**src/rtl/core/soed_pkg.sv**
```systemverilog
// Package for the serial output expander driver.
// Holds the function codes, default sizes and the controller/datapath
// command and status structs. No dependencies.
`timescale 1ns / 1ps

package soed_pkg;

    localparam int BUFFER_BYTES_DEF = 4;
    localparam int FUNC_W           = 3;
    localparam int OFFSET_W         = 5;
    localparam int VALUE_W          = 8;
    localparam int RDATA_W          = 8;

    localparam logic [7:0] LO_NIB_MASK = 8'h0F;
    localparam logic [7:0] HI_NIB_MASK = 8'hF0;

    typedef enum logic [FUNC_W-1:0] {
        FN_RD_BIT  = 3'd0,
        FN_WR_BIT  = 3'd1,
        FN_RD_NIB  = 3'd2,
        FN_WR_NIB  = 3'd3,
        FN_RD_BYTE = 3'd4,
        FN_WR_BYTE = 3'd5,
        FN_LD_BYTE = 3'd6,
        FN_REFRESH = 3'd7
    } t_func;

    // Controller to datapath
    typedef struct packed {
        logic capture;      // take the accepted item
        logic apply;        // update the buffer if the item writes
        logic emit_single;  // load the one-result answer
        logic prep_shift;   // copy buffer into shift register, load counter
        logic emit_shift;   // load one shift result, advance
        logic emit_latch;   // load the latch result
    } t_cmd;

    // Datapath to controller
    typedef struct packed {
        logic single;       // read, load or bad offset: one result only
        logic cnt_zero;     // last serial bit is being emitted
        logic out_free;     // output register can take a result
    } t_stat;

endpackage

```
**src/rtl/core/soed_ctrl.sv**
```systemverilog
// Controller state machine of the serial output expander driver.
// Sequences capture, update, shift and latch. Depends on soed_pkg.
`timescale 1ns / 1ps

module soed_ctrl
    import soed_pkg::*;
(
    input  logic  i_clk,
    input  logic  i_rst_n,
    input  logic  i_in_valid,
    output logic  o_in_ready,
    input  t_stat i_stat,
    output t_cmd  o_cmd
);

    typedef enum logic [4:0] {
        S_IDLE  = 5'b00001,
        S_EXEC  = 5'b00010,
        S_PREP  = 5'b00100,
        S_SHIFT = 5'b01000,
        S_LATCH = 5'b10000
    } t_state;

    t_state r_state, n_state;

    always_ff @(posedge i_clk) begin
        if (!i_rst_n) begin
            r_state <= S_IDLE;
        end else begin
            r_state <= n_state;
        end
    end

    assign o_in_ready = (r_state == S_IDLE);

    always_comb begin
        n_state = r_state;
        o_cmd   = '0;
        case (r_state)
            S_IDLE: begin
                if (i_in_valid) begin
                    o_cmd.capture = 1'b1;
                    n_state       = S_EXEC;
                end
            end
            S_EXEC: begin
                if (i_stat.single) begin
                    if (i_stat.out_free) begin
                        o_cmd.apply       = 1'b1;
                        o_cmd.emit_single = 1'b1;
                        n_state           = S_IDLE;
                    end
                end else begin
                    o_cmd.apply = 1'b1;
                    n_state     = S_PREP;
                end
            end
            S_PREP: begin
                o_cmd.prep_shift = 1'b1;
                n_state          = S_SHIFT;
            end
            S_SHIFT: begin
                if (i_stat.out_free) begin
                    o_cmd.emit_shift = 1'b1;
                    if (i_stat.cnt_zero) begin
                        n_state = S_LATCH;
                    end
                end
            end
            S_LATCH: begin
                if (i_stat.out_free) begin
                    o_cmd.emit_latch = 1'b1;
                    n_state          = S_IDLE;
                end
            end
            default: begin
                n_state = S_IDLE;
            end
        endcase
    end

endmodule

```
**src/rtl/core/soed_dp.sv**
```systemverilog
// Datapath of the serial output expander driver: item registers, shadow
// buffer, shift register, bit counter and output register.
// Depends on soed_pkg; driven by soed_ctrl.
`timescale 1ns / 1ps

module soed_dp
    import soed_pkg::*;
#(
    parameter int BUFFER_BYTES = BUFFER_BYTES_DEF
) (
    input  logic                i_clk,
    input  logic                i_rst_n,
    input  t_cmd                i_cmd,
    output t_stat               o_stat,
    input  logic [FUNC_W-1:0]   i_func,
    input  logic [OFFSET_W-1:0] i_offset,
    input  logic [VALUE_W-1:0]  i_value,
    input  logic                i_out_ready,
    output logic                o_out_valid,
    output logic [RDATA_W-1:0]  o_read_data,
    output logic                o_serial_bit,
    output logic                o_shift_pulse,
    output logic                o_latch_pulse,
    output logic                o_bad_offset,
    output logic                o_last
);

    localparam int BITS  = 8 * BUFFER_BYTES;
    localparam int NIBS  = 2 * BUFFER_BYTES;
    localparam int CNTW  = $clog2(BITS);
    localparam int IDXW  = (BUFFER_BYTES > 1) ? $clog2(BUFFER_BYTES) : 1;
    localparam int LIMW  = $clog2(BITS + 1);
    localparam int CMPW  = (LIMW > OFFSET_W) ? LIMW : OFFSET_W;

    t_func                r_func;
    logic [OFFSET_W-1:0]  r_offset;
    logic [VALUE_W-1:0]   r_value;
    logic [7:0]           r_buf [BUFFER_BYTES];
    logic [BITS-1:0]      r_shreg;
    logic [CNTW-1:0]      r_cnt;

    logic                 r_ovalid;
    logic [RDATA_W-1:0]   r_rd;
    logic                 r_sb, r_sp, r_lp, r_bad, r_last;

    logic [CMPW-1:0]      off_ext;
    logic                 bad;
    logic                 is_read;
    logic                 is_write;
    logic [OFFSET_W-1:0]  idx_full;
    logic [IDXW-1:0]      idx;
    logic [7:0]           cur_byte;
    logic [7:0]           new_byte;
    logic [RDATA_W-1:0]   rd_val;
    logic [BITS-1:0]      buf_flat;
    logic                 out_free;

    assign off_ext = CMPW'(r_offset);

    always_comb begin
        bad      = 1'b0;
        is_read  = 1'b0;
        is_write = 1'b0;
        idx_full = r_offset;
        case (r_func)
            FN_RD_BIT, FN_WR_BIT: begin
                bad      = (off_ext >= CMPW'(BITS));
                idx_full = r_offset >> 3;
                is_read  = (r_func == FN_RD_BIT);
                is_write = (r_func == FN_WR_BIT);
            end
            FN_RD_NIB, FN_WR_NIB: begin
                bad      = (off_ext >= CMPW'(NIBS));
                idx_full = r_offset >> 1;
                is_read  = (r_func == FN_RD_NIB);
                is_write = (r_func == FN_WR_NIB);
            end
            FN_RD_BYTE, FN_WR_BYTE, FN_LD_BYTE: begin
                bad      = (off_ext >= CMPW'(BUFFER_BYTES));
                is_read  = (r_func == FN_RD_BYTE);
                is_write = (r_func != FN_RD_BYTE);
            end
            default: begin
                // refresh: offset and value ignored
            end
        endcase
    end

    assign idx      = IDXW'(idx_full);
    assign cur_byte = r_buf[idx];

    always_comb begin
        new_byte = cur_byte;
        rd_val   = '0;
        case (r_func)
            FN_RD_BIT: begin
                rd_val = RDATA_W'(cur_byte[r_offset[2:0]]);
            end
            FN_WR_BIT: begin
                new_byte[r_offset[2:0]] = r_value[0];
            end
            FN_RD_NIB: begin
                rd_val = r_offset[0] ? (cur_byte >> 4) : (cur_byte & LO_NIB_MASK);
            end
            FN_WR_NIB: begin
                if (r_offset[0]) begin
                    new_byte = (cur_byte & LO_NIB_MASK) | {r_value[3:0], 4'h0};
                end else begin
                    new_byte = (cur_byte & HI_NIB_MASK) | {4'h0, r_value[3:0]};
                end
            end
            FN_RD_BYTE: begin
                rd_val = cur_byte;
            end
            FN_WR_BYTE, FN_LD_BYTE: begin
                new_byte = r_value;
            end
            default: begin
                new_byte = cur_byte;
            end
        endcase
    end

    always_comb begin
        for (int i = 0; i < BUFFER_BYTES; i++) begin
            buf_flat[8*i +: 8] = r_buf[i];
        end
    end

    assign out_free = !r_ovalid || i_out_ready;

    assign o_stat.single   = bad || is_read || (r_func == FN_LD_BYTE);
    assign o_stat.cnt_zero = (r_cnt == '0);
    assign o_stat.out_free = out_free;

    always_ff @(posedge i_clk) begin
        if (i_cmd.capture) begin
            r_func   <= t_func'(i_func);
            r_offset <= i_offset;
            r_value  <= i_value;
        end
    end

    always_ff @(posedge i_clk) begin
        if (!i_rst_n) begin
            for (int i = 0; i < BUFFER_BYTES; i++) begin
                r_buf[i] <= '0;
            end
        end else if (i_cmd.apply && is_write && !bad) begin
            r_buf[idx] <= new_byte;
        end
    end

    // Highest byte, MSB first: shift left and send the top bit
    always_ff @(posedge i_clk) begin
        if (i_cmd.prep_shift) begin
            r_shreg <= buf_flat;
            r_cnt   <= CNTW'(BITS - 1);
        end else if (i_cmd.emit_shift) begin
            r_shreg <= r_shreg << 1;
            r_cnt   <= r_cnt - 1'b1;
        end
    end

    always_ff @(posedge i_clk) begin
        if (!i_rst_n) begin
            r_ovalid <= 1'b0;
        end else if (i_cmd.emit_single || i_cmd.emit_shift || i_cmd.emit_latch) begin
            r_ovalid <= 1'b1;
        end else if (i_out_ready) begin
            r_ovalid <= 1'b0;
        end
    end

    always_ff @(posedge i_clk) begin
        if (i_cmd.emit_single) begin
            r_rd   <= bad ? '0 : rd_val;
            r_sb   <= 1'b0;
            r_sp   <= 1'b0;
            r_lp   <= 1'b0;
            r_bad  <= bad;
            r_last <= 1'b1;
        end else if (i_cmd.emit_shift) begin
            r_rd   <= '0;
            r_sb   <= r_shreg[BITS-1];
            r_sp   <= 1'b1;
            r_lp   <= 1'b0;
            r_bad  <= 1'b0;
            r_last <= 1'b0;
        end else if (i_cmd.emit_latch) begin
            r_rd   <= '0;
            r_sb   <= 1'b0;
            r_sp   <= 1'b0;
            r_lp   <= 1'b1;
            r_bad  <= 1'b0;
            r_last <= 1'b1;
        end
    end

    assign o_out_valid   = r_ovalid;
    assign o_read_data   = r_rd;
    assign o_serial_bit  = r_sb;
    assign o_shift_pulse = r_sp;
    assign o_latch_pulse = r_lp;
    assign o_bad_offset  = r_bad;
    assign o_last        = r_last;

endmodule

```
**src/rtl/core/serial_output_expander_driver.sv**
```systemverilog
// Serial output expander driver: keeps a BUFFER_BYTES shadow buffer for a
// chain of serial-in parallel-out registers and answers read, write, load
// and refresh items with a stream of result items. One item is taken at a
// time. A read, load or bad-offset item gives its single result; a write or
// refresh takes an update step and a set-up step, then 8*BUFFER_BYTES
// shift results and one latch result (tlast), one a cycle while the output
// side is ready. The synchronous reset clears the buffer to zeros.
// Depends on soed_pkg, soed_ctrl and soed_dp.
`timescale 1ns / 1ps

module serial_output_expander_driver
    import soed_pkg::*;
#(
    parameter int BUFFER_BYTES = BUFFER_BYTES_DEF
) (
    input  logic        i_clk,
    input  logic        i_rst_n,
    input  logic        i_s_axis_tvalid,
    output logic        o_s_axis_tready,
    input  logic [15:0] i_s_axis_tdata,  // func[2:0], offset[7:3], value[15:8]
    output logic        o_m_axis_tvalid,
    input  logic        i_m_axis_tready,
    // read_data[7:0], serial_bit[8], shift_pulse[9], latch_pulse[10],
    // bad_offset[11], zero[15:12]
    output logic [15:0] o_m_axis_tdata,
    output logic        o_m_axis_tlast
);

    t_cmd  cmd;
    t_stat stat;

    logic [RDATA_W-1:0] read_data;
    logic               serial_bit, shift_pulse, latch_pulse, bad_offset;

    soed_ctrl u_ctrl (
        .i_clk      (i_clk),
        .i_rst_n    (i_rst_n),
        .i_in_valid (i_s_axis_tvalid),
        .o_in_ready (o_s_axis_tready),
        .i_stat     (stat),
        .o_cmd      (cmd)
    );

    soed_dp #(
        .BUFFER_BYTES (BUFFER_BYTES)
    ) u_dp (
        .i_clk         (i_clk),
        .i_rst_n       (i_rst_n),
        .i_cmd         (cmd),
        .o_stat        (stat),
        .i_func        (i_s_axis_tdata[2:0]),
        .i_offset      (i_s_axis_tdata[7:3]),
        .i_value       (i_s_axis_tdata[15:8]),
        .i_out_ready   (i_m_axis_tready),
        .o_out_valid   (o_m_axis_tvalid),
        .o_read_data   (read_data),
        .o_serial_bit  (serial_bit),
        .o_shift_pulse (shift_pulse),
        .o_latch_pulse (latch_pulse),
        .o_bad_offset  (bad_offset),
        .o_last        (o_m_axis_tlast)
    );

    assign o_m_axis_tdata = {4'h0, bad_offset, latch_pulse, shift_pulse, serial_bit,
                             read_data};

endmodule

```
**config.mk**
```make
export PLATFORM = sky130hd
export DESIGN_NAME = serial_output_expander_driver
export DESIGN_NICKNAME = d
export VERILOG_FILES = /design/src/rtl/core/soed_pkg.sv /design/src/rtl/core/soed_ctrl.sv /design/src/rtl/core/soed_dp.sv /design/src/rtl/core/serial_output_expander_driver.sv
export SDC_FILE = /design/constraint.sdc
export NUM_CORES = 1
export LEC_CHECK = 0
export BUFFER_PORTS_ARGS = -buffer_cell sky130_fd_sc_hd__buf_4
export CAP_MARGIN = 20
export CORE_AREA = 4 4 151 153
export DETAILED_ROUTE_END_ITERATION = 7
export DIE_AREA = 0 0 155 157
export PLACE_DENSITY = 0.46
export RECOVER_POWER = 50
export SYNTH_ARGS = -nofsm -noshare
export SYNTH_HDL_FRONTEND = slang
export SYNTH_SLANG_ARGS = --single-unit
```
**constraint.sdc**
```tcl
create_clock -name i_clk -period 2.9 [get_ports i_clk]
set_input_delay 0.145 -clock i_clk [delete_from_list [all_inputs] [get_ports i_clk]]
set_output_delay 0.145 -clock i_clk [all_outputs]
set_load 0.01 [all_outputs]
```
; After elaboration in Yosys (flattened, before gate mapping)
; Memory sizes are Yosys's and may differ from the RTL's.
; Cells that the tools add are included.
[op_classes]
eq_ne = 15
n_addsub = 1
reduce_logical = 23
n_bitwise = 2
n_mux = 51
magnitude_cmp = 5
[op_table]
columns = cell, n
row1 = two-way mux 32 bit, 2
row2 = two-way mux 8 bit, 6
row3 = case mux 8 bit (3 select lines), 2
row4 = two-way mux 5 bit, 5
row5 = case mux 5 bit (5 select lines), 1
row6 = two-way mux 1 bit, 24
row7 = equality test 3 bit (second input constant), 3
row8 = case mux 1 bit (3 select lines), 3
row9 = bitwise mux 8 bit, 1
row10 = OR 4 x 8 -> 8 bit, 1
row11 = OR 8 x 4 -> 8 bit, 1
row12 = OR reduction 2 bit, 4
row13 = OR reduction 8 bit, 1
row14 = equality test 3 x 2 -> 1 bit (second input constant), 2
row15 = greater-or-equal comparator 5 x 6 -> 1 bit (second input constant), 1
row16 = two-way mux 2 bit, 3
row17 = nonzero test 2 bit, 3
row18 = equality test 5 x 1 -> 1 bit (second input constant), 1
row19 = equality test 5 x 2 -> 1 bit (second input constant), 1
row20 = equality test 5 x 3 -> 1 bit (second input constant), 1
row21 = equality test 5 x 4 -> 1 bit (second input constant), 1
row22 = equality test 5 bit (second input constant), 1
row23 = greater-or-equal comparator 5 x 3 -> 1 bit (second input constant), 1
row24 = greater-or-equal comparator 5 x 4 -> 1 bit (second input constant), 1
row25 = other kinds (19), 27
[totals]
ramBits = 32
ff_bits = 72
mem_count = 1
output_inout_bits = 19
inputBits = 20
[memory_table]
columns = name, depth, word_bits, read_ports, rd_ports_with_merged_regs, write_ports, line_no
row1 = u_dp.r_buf, 4, 8, 5, 0, 4, soed_dp.sv:38  ; logic [7:0] r_buf [BUFFER_BYTES];

; Depth between registers and ports, before layout
; Gate-level depths: netlist of run 1.
[logic_depth]
ltp_word = 14
mapped_depth = 9
depth_no_buf = 7

; By module
; From an unflattened synthesis of run 1, not the netlist that was laid out.
[hier_totals]
cells_unflattened = 443
hier_area_um2 = 5296.3
[by_module_without_submodules]
columns = mod, cells_per_inst, area_per_inst_um2, n_inst
row1 = soed_dp, 391, 4873.4, 1
row2 = soed_ctrl, 43, 359.1, 1
row3 = serial_output_expander_driver, 9, 63.8, 1

; Worst setup path after synthesis of run 1
; No wires, ideal clock.
[synth_path]
path_type = register to register
from = register u_ctrl.r_state[3]
to = register u_dp.r_shreg[0], enable pin
n_path_buf = 3
t_arrival_ns = 1.999
path_stages_with_launch = 7
setup_slack_ns = 0.423
path_cell_list = dfxtp_1 > clkbuf_1 > nor4_1 > nand2_1 > clkbuf_1 > clkbuf_1 > nand2_1
[synth_between]
elab_chain_len = 3
word_cells_on_any_way = 5
cone_classes = eq/ne (2) / mux (2) / reduce/logical (1)
[synth_lines]
columns = element, line_no
row1 = start: declaration, soed_ctrl.sv:24  ; t_state r_state, n_state;
row2 = start signal: assignment, soed_ctrl.sv:30  ; r_state <= n_state;
row3 = equality test 5 x 3 -> 1 bit / equality test 5 x 4 -> 1 bit (equally long branches), soed_ctrl.sv:39  ; case (r_state)
row4 = two-way mux 1 bit, soed_ctrl.sv:39
row5 = nonzero test 2 bit (no source line) *, n/a
row6 = end signal: assignment, soed_dp.sv:157  ; r_shreg <= buf_flat;
row7 = end signal: assignment, soed_dp.sv:160  ; r_shreg <= r_shreg << 1;
row8 = end: declaration, soed_dp.sv:39  ; logic [BITS-1:0] r_shreg;
; Mark *: on every way between the ends. The rest lies on a longest branch, timed or not.
; A chain may end at the register's enable or synchronous reset.

==> results of run 1 <==
registers in the layout, indices dropped and copies added, names as in the netlist:
| signal | flops |
|---|---|
| u_ctrl.r_state | 5 |
| u_dp.o_bad_offset | 1 |
| u_dp.o_last | 1 |
| u_dp.o_latch_pulse | 1 |
| u_dp.o_out_valid | 1 |
| u_dp.o_read_data | 8 |
| u_dp.o_serial_bit | 1 |
| u_dp.o_shift_pulse | 1 |
| u_dp.r_buf | 32 |
| u_dp.r_cnt | 5 |
| u_dp.r_func | 3 |
| u_dp.r_offset | 5 |
| u_dp.r_shreg | 32 |
| u_dp.r_value | 8 |
power by group:
| part | internal (W) | switching, W | total [W] |
|---|---|---|---|
| clock | 0.000612 | 0.000609 | 0.00122 |
| combinational | 0.000167 | 0.000225 | 0.000392 |
| sequential | 0.00166 | 0.0000423 | 0.00170 |
layer usage:
| layer | global-route usage (%) | share of wire [%] | vias to the layer above |
|---|---|---|---|
| met2 | 17.6 | 47 | 120 |
| met5 | 0 | 0 | - |
| li1 | - | - | 1733 |
| met3 | 3.11 | 6.4 | 21 |
| met4 | 4.12 | 2.0 | 0 |
| met1 | 15.7 | 45 | 1786 |
cell type report:
class	count	area, sq um	area share (%)
Multi-Input combinational cell	291	2030	32.5
Clock inverter	7	70.1	1.12
Timing Repair Buffer	78	553	8.86
Clock buffer	9	225	3.61
Tap cell	280	350	5.61
Inverter	10	38.8	0.622
Sequential cell	104	2970	47.6
Yosys cell counts, drive strengths merged (6+ instances only):
master | instances | area share (%)
edfxtp | 89 | 51
nor2 | 50 | 3.6
nand2 | 39 | 2.8
mux2 | 37 | 8.0
a21oi | 20 | 2.0
buf | 20 | 3.0
o21ai | 16 | 1.5
dfxtp | 15 | 5.7
clkbuf | 14 | 1.3
nor3 | 12 | 1.2
mux2i | 10 | 2.4
inv | 9 | 0.64
nor2b | 9 | 1.2
nand3 | 8 | 0.76
mux4 | 7 | 3.0
nand4 | 6 | 0.71
o22ai | 6 | 0.71
stage by stage:
stage          cell area [sq um]  worst slack (ps)
6_report                    6240               209
5_1_grt                     6240              41.8
4_1_cts                     6330               184
3_5_place_dp                5870               202
3_3_place_gp                5870               219
2_1_floorplan               5270               423
worst min-delay path by stage:
| stage | from | endpoint |
|---|---|---|
| floorplan | i_s_axis_tdata[0] | u_dp.r_func[0] |
| global placement | i_s_axis_tdata[4] | u_dp.r_offset[1] |
| detailed placement | i_s_axis_tdata[7] | u_dp.r_offset[4] |
| CTS | i_rst_n | u_ctrl.r_state[0] |
| global route | i_rst_n | u_ctrl.r_state[0] |
| finish | i_rst_n | u_ctrl.r_state[0] |
what timing repair did:
item,in CTS,in global routing
endpoints found under the setup margin,0,0
hold buffers,16,0
hold endpoints to repair,16,0
logic make-up (layout without fill, tap and decap cells):
group / after synthesis / count (layout)
DFF: 104 / 104
buffers and inverters: 44 / 104
xor gates and xnor gates: 6 / 6
AOI/OAI and AO/OA: 78 / 78
and+or+nand+nor: 147 / 147
muxes: 54 / 54
adders and majority gates: 2 / 2
other: 1 / 4
==> flow_summary_export.csv, run 1 <==
group,metric,value,unit
status,status,"finished, final reports clean",
routing,drt_iter0_drc,311,
floorplanning,rows,54,
floorplanning,chipWidth,155,um
routing,ant_nets,0,
timing,finalSetupViolations,0,
timing,tns,0,ps
layout,n_antenna_cell,0,
worst_setup_path,r2r_slack,210,ps
clocking,postCtsResizedCells,0,
worst_setup_path,cp.required,2990,ps
clocking,cts_setup_buffers,0,
job,drv_cap,0,
clocking,cts_tree,"built",
place,hpwl,10.3,mm
worst_setup_path,crit_path_start_kind,"flip-flop",
worst_setup_path,slowest_stage,"edfxtp_1",
worst_setup_path,crit_type,"reg -> reg",
clocking,clockBufferDepth,2,
timing,fin_crit,2690,ps
worst_setup_path,crit_chain,"buf_4, mux2i_4, mux2_2, buf_4, mux2i_1, mux2i_1, o221ai_1, buf_4, a21oi_1",
worst_setup_path,path_depth,9,
layout,final_nets,516,
clocking,h-tree-depth,3,
synth,async_reset_ff_share,0,%
layout,post_route_cells_drive_above_1_share,22.4,%
timing,maxSlewHeadroom,27.0,%
timing,max_freq,372,MHz
place,place_congestion,0.890,
synth,synthSimpleGateAreaFrac,13.6,%
power_and_ir_drop,power.density,531,nW/um^2
routing,wl,13.5,mm
worst_setup_path,worst-path-buf-inv,3,
synth,synth-seq-cells,104,
worst_setup_path,reg2reg_from,"u_dp.r_func[1]",
floorplanning,die_y,157,um
worst_setup_path,reg2reg_depth,9,
synth,synth_top_family_by_area,"simple AND/OR/NAND/NOR gates",
timing,tightest_slew,1090,ps
worst_hold_path,hp-class,"in -> reg",
place,port_buffers,34,
worst_setup_path,worst_path_largest_cell_delay,400,ps
layout,fin_util,29.0,%
synth,synthMuxAreaShare,13.4,%
worst_setup_path,critPathArrivalTime,2790,ps
synth,synth-edff-count,89,
clocking,clk_pin_slew,80,ps
routing,drtPass1Iterations,5,
clocking,clkLatencyLatePin,360,ps
synth,synth_warnings,0,
worst_setup_path,cp-end-kind,"flip-flop",
clocking,root_buffer,"clkbuf_16",
routing,drc,0,
timing,fin_worst_skew,10.9,ps
floorplanning,start_util,24.4,%
synth,netlist_area,5260,sq um
synth,ys_seq_area_share,56.5,%
global_route,grt-ovfl-total,0,
floorplanning,core_area,21600,sq um
timing,timing.hold.ws,66.1,ps
worst_setup_path,cp_max_fo,20,
layout,area_growth,18.6,%
worst_setup_path,worstReg2RegEnd,"u_dp.r_buf[1][2]",
layout,layout_commonest_cell,"edfxtp_1",
global_route,grt_pass1_vias,3676,
floorplanning,die_area,24300,sq um
synth,synth-xor-area-share,0.999,%
global_route,antenna_found_initial,0,
synth,yosys.area_share.adder,0.476,%
layout,final_cell_mix,"89 x edfxtp_1, 50 x nor2_1, 39 x nand2_1, 33 x mux2_2, 26 x buf_4",
clocking,cts-buffers-inserted,9,
power_and_ir_drop,peakVddDrop,0.000257,V
synth,syn_area_per_cell,12.1,sq um
global_route,grt_max_degree,33,
routing,via_count,3660,
timing,rsz0062_at_grt,"false",
timing,period_share,92.8,%
worst_setup_path,critPathMostFrequentCell,"buf_4",
synth,synth.distinct_cells,64,
floorplanning,ios,39,
synth,synth_compound_area_share,9.92,%
worst_setup_path,cp_top_family,"multiplexers",
layout,final_cells,779,
worst_setup_path,crit_path_start,"u_dp.r_func[1]",
timing,drv_slew,0,
timing,finalHoldViolations,0,
synth,netlist_instances,436,
clocking,cts_sinks,104,
routing,vias_per_cell,4.70,
layout,fillerInstances,2218,
power_and_ir_drop,p_total,0.00331,W
routing,wl_per_cell,17.4,um
worst_setup_path,cp-endpoint,"u_dp.r_buf[1][2]",
place,dp_cells,747,
synth,synthFlopType,"edfxtp_1",
global_route,grt_pass1_wl,21.3,mm
global_route,grt_usage,11.5,%
worst_hold_path,holdPathStages,2,
power_and_ir_drop,p_leak,2.22,nW
Power figures use the tool's default switching activity.
==> inputs of run 2 (changes only) <==
--- a/config.mk
+++ b/config.mk
@@ -7,10 +7,10 @@
 export LEC_CHECK = 0
 export BUFFER_PORTS_ARGS = -buffer_cell sky130_fd_sc_hd__buf_4
 export CAP_MARGIN = 20
-export CORE_AREA = 4 4 151 153
+export CORE_AREA = 4 4 120 122
 export DETAILED_ROUTE_END_ITERATION = 7
-export DIE_AREA = 0 0 155 157
-export PLACE_DENSITY = 0.46
+export DIE_AREA = 0 0 124 126
+export PLACE_DENSITY = 0.63
 export RECOVER_POWER = 50
 export SYNTH_ARGS = -nofsm -noshare
 export SYNTH_HDL_FRONTEND = slang
==> flow_summary_export.csv, run 2 (synthesis gave the netlist of run 1 again) <==
group,metric,value,unit
status,status,"finished, final reports clean",
routing,ant_nets,0,
routing,via_count,3689,
timing,drv_slew,0,
global_route,grt_pass1_vias,3604,
layout,final_cells,668,
routing,wl_per_cell,18.6,um
worst_setup_path,critPathArrivalTime,2930,ps
routing,drt_iter0_drc,384,
clocking,clk_pin_slew,70,ps
layout,fillerInstances,1227,
worst_setup_path,reg2reg_depth,8,
layout,final_nets,510,
floorplanning,ios,39,
global_route,grt_usage,16.4,%
layout,layout_commonest_cell,"edfxtp_1",
clocking,root_buffer,"clkbuf_16",
clocking,cts-buffers-inserted,9,
worst_hold_path,hp-class,"in -> reg",
timing,fin_crit,2720,ps
layout,top_regs,"u_dp.r_buf x32, u_dp.r_shreg x32",
timing,tns,0,ps
timing,maxSlewHeadroom,29.2,%
layout,n_antenna_cell,0,
layout,seq_area,2970,sq um
power_and_ir_drop,p_leak,2.20,nW
floorplanning,chipWidth,124,um
global_route,grt_pass1_wl,19.6,mm
power_and_ir_drop,p_total,0.00323,W
timing,tightest_slew,1060,ps
global_route,grt-ovfl-total,0,
worst_setup_path,cp.required,3110,ps
routing,drtPass1Iterations,5,
power_and_ir_drop,power.density,533,nW/um^2
layout,multiInputGateArea,2030,sq um
place,dp_cells,637,
clocking,cts_tree,"built",
place,hpwl,9.16,mm
timing,fin_worst_skew,6.53,ps
worst_setup_path,cp-end-kind,"flip-flop",
power_and_ir_drop,peakVddDrop,0.000354,V
routing,drc,0,
clocking,postCtsResizedCells,0,
layout,final_cell_mix,"89 x edfxtp_1, 50 x nor2_1, 39 x nand2_1, 34 x mux2_2, 23 x buf_4",
global_route,antenna_found_initial,0,
clocking,clockBufferDepth,2,
routing,wl,12.4,mm
worst_hold_path,holdPathStages,2,
floorplanning,start_util,39.9,%
timing,finalSetupViolations,0,
place,place_congestion,0.923,
floorplanning,core_area,13200,sq um
global_route,grt_max_degree,38,
timing,rsz0062_at_grt,"false",
worst_setup_path,cp_max_fo,8,
place,port_buffers,34,
job,drv_cap,0,
clocking,clkLatencyLatePin,350,ps
timing,max_freq,368,MHz
clocking,cts_sinks,104,
floorplanning,die_y,126,um
timing,period_share,93.7,%
clocking,h-tree-depth,3,
worst_setup_path,crit_type,"reg -> reg",
routing,vias_per_cell,5.52,
floorplanning,die_area,15600,sq um
timing,finalHoldViolations,0,
layout,area_growth,15.1,%
worst_setup_path,crit_path_start_kind,"flip-flop",
layout,post_route_cells_drive_above_1_share,22.2,%
floorplanning,rows,42,
-- run 2: per-stage QoR --
stage	area (sq um)	hold WS, ps	util [%]	setup WS (ps)
after floorplan	5270	244	-	423
after global placement	5690	324	43.1	200
after detailed placement	5690	325	43.1	191
after CTS	6120	45.0	46.4	169
after global routing	6060	58.3	45.9	26.0
final	6060	53.3	45.9	184
-- run 2: worst paths after layout --
| check | endpoint | from | slack, ps |
|---|---|---|---|
| hold / removal | u_ctrl.r_state[0] | i_rst_n | 50 |
| setup / recovery | u_dp.r_buf[0][3] | u_dp.r_offset[3] | 180 |
| setup reg to reg | u_dp.r_buf[0][3] | u_dp.r_offset[3] | 180 |
| hold reg to reg | u_dp.o_serial_bit | u_dp.r_shreg[31] | 440 |
-- run 2: power breakdown --
part           switching, W  internal (W)
combinational      0.000221      0.000159
sequential        0.0000396       0.00166
clock              0.000562      0.000591
-- run 2: what timing repair did --
| item | CTS | global route |
|---|---|---|
| buffers inserted | 0 | 0 |
| hold buffers | 16 | 0 |
| endpoints found under the hold margin | 16 | 0 |
-- run 2: critical path, cell delays in order, from the launching register on --
cell      delay (ps)
edfxtp_1         450
mux2_4           340
mux2i_4          280
buf_4            240
mux2_2           350
o21ai_0          310
a31oi_1           70
o31a_2           400
nor2_1           130
-- run 2: final cells by class --
class / instances / area share [%]
inverters: 10 / 0.640
multi-input cells: 291 / 33.5
well taps: 176 / 3.64
clock inverters: 6 / 0.826
flip-flops and latches: 104 / 49.1
clock buffers: 9 / 3.72
repair buffers: 72 / 8.57
-- run 2: routing by layer --
layer  wire length [um]  share of wire (%)  global-route usage, %  vias to the layer above
met5                  0                  0                      0                        -
met4                341                2.7                   6.77                        0
met3               1010                8.1                   3.99                       26
met2               5900                 47                   25.9                      177
met1               5170                 42                   21.7                     1765
li1                   -                  -                      -                     1721
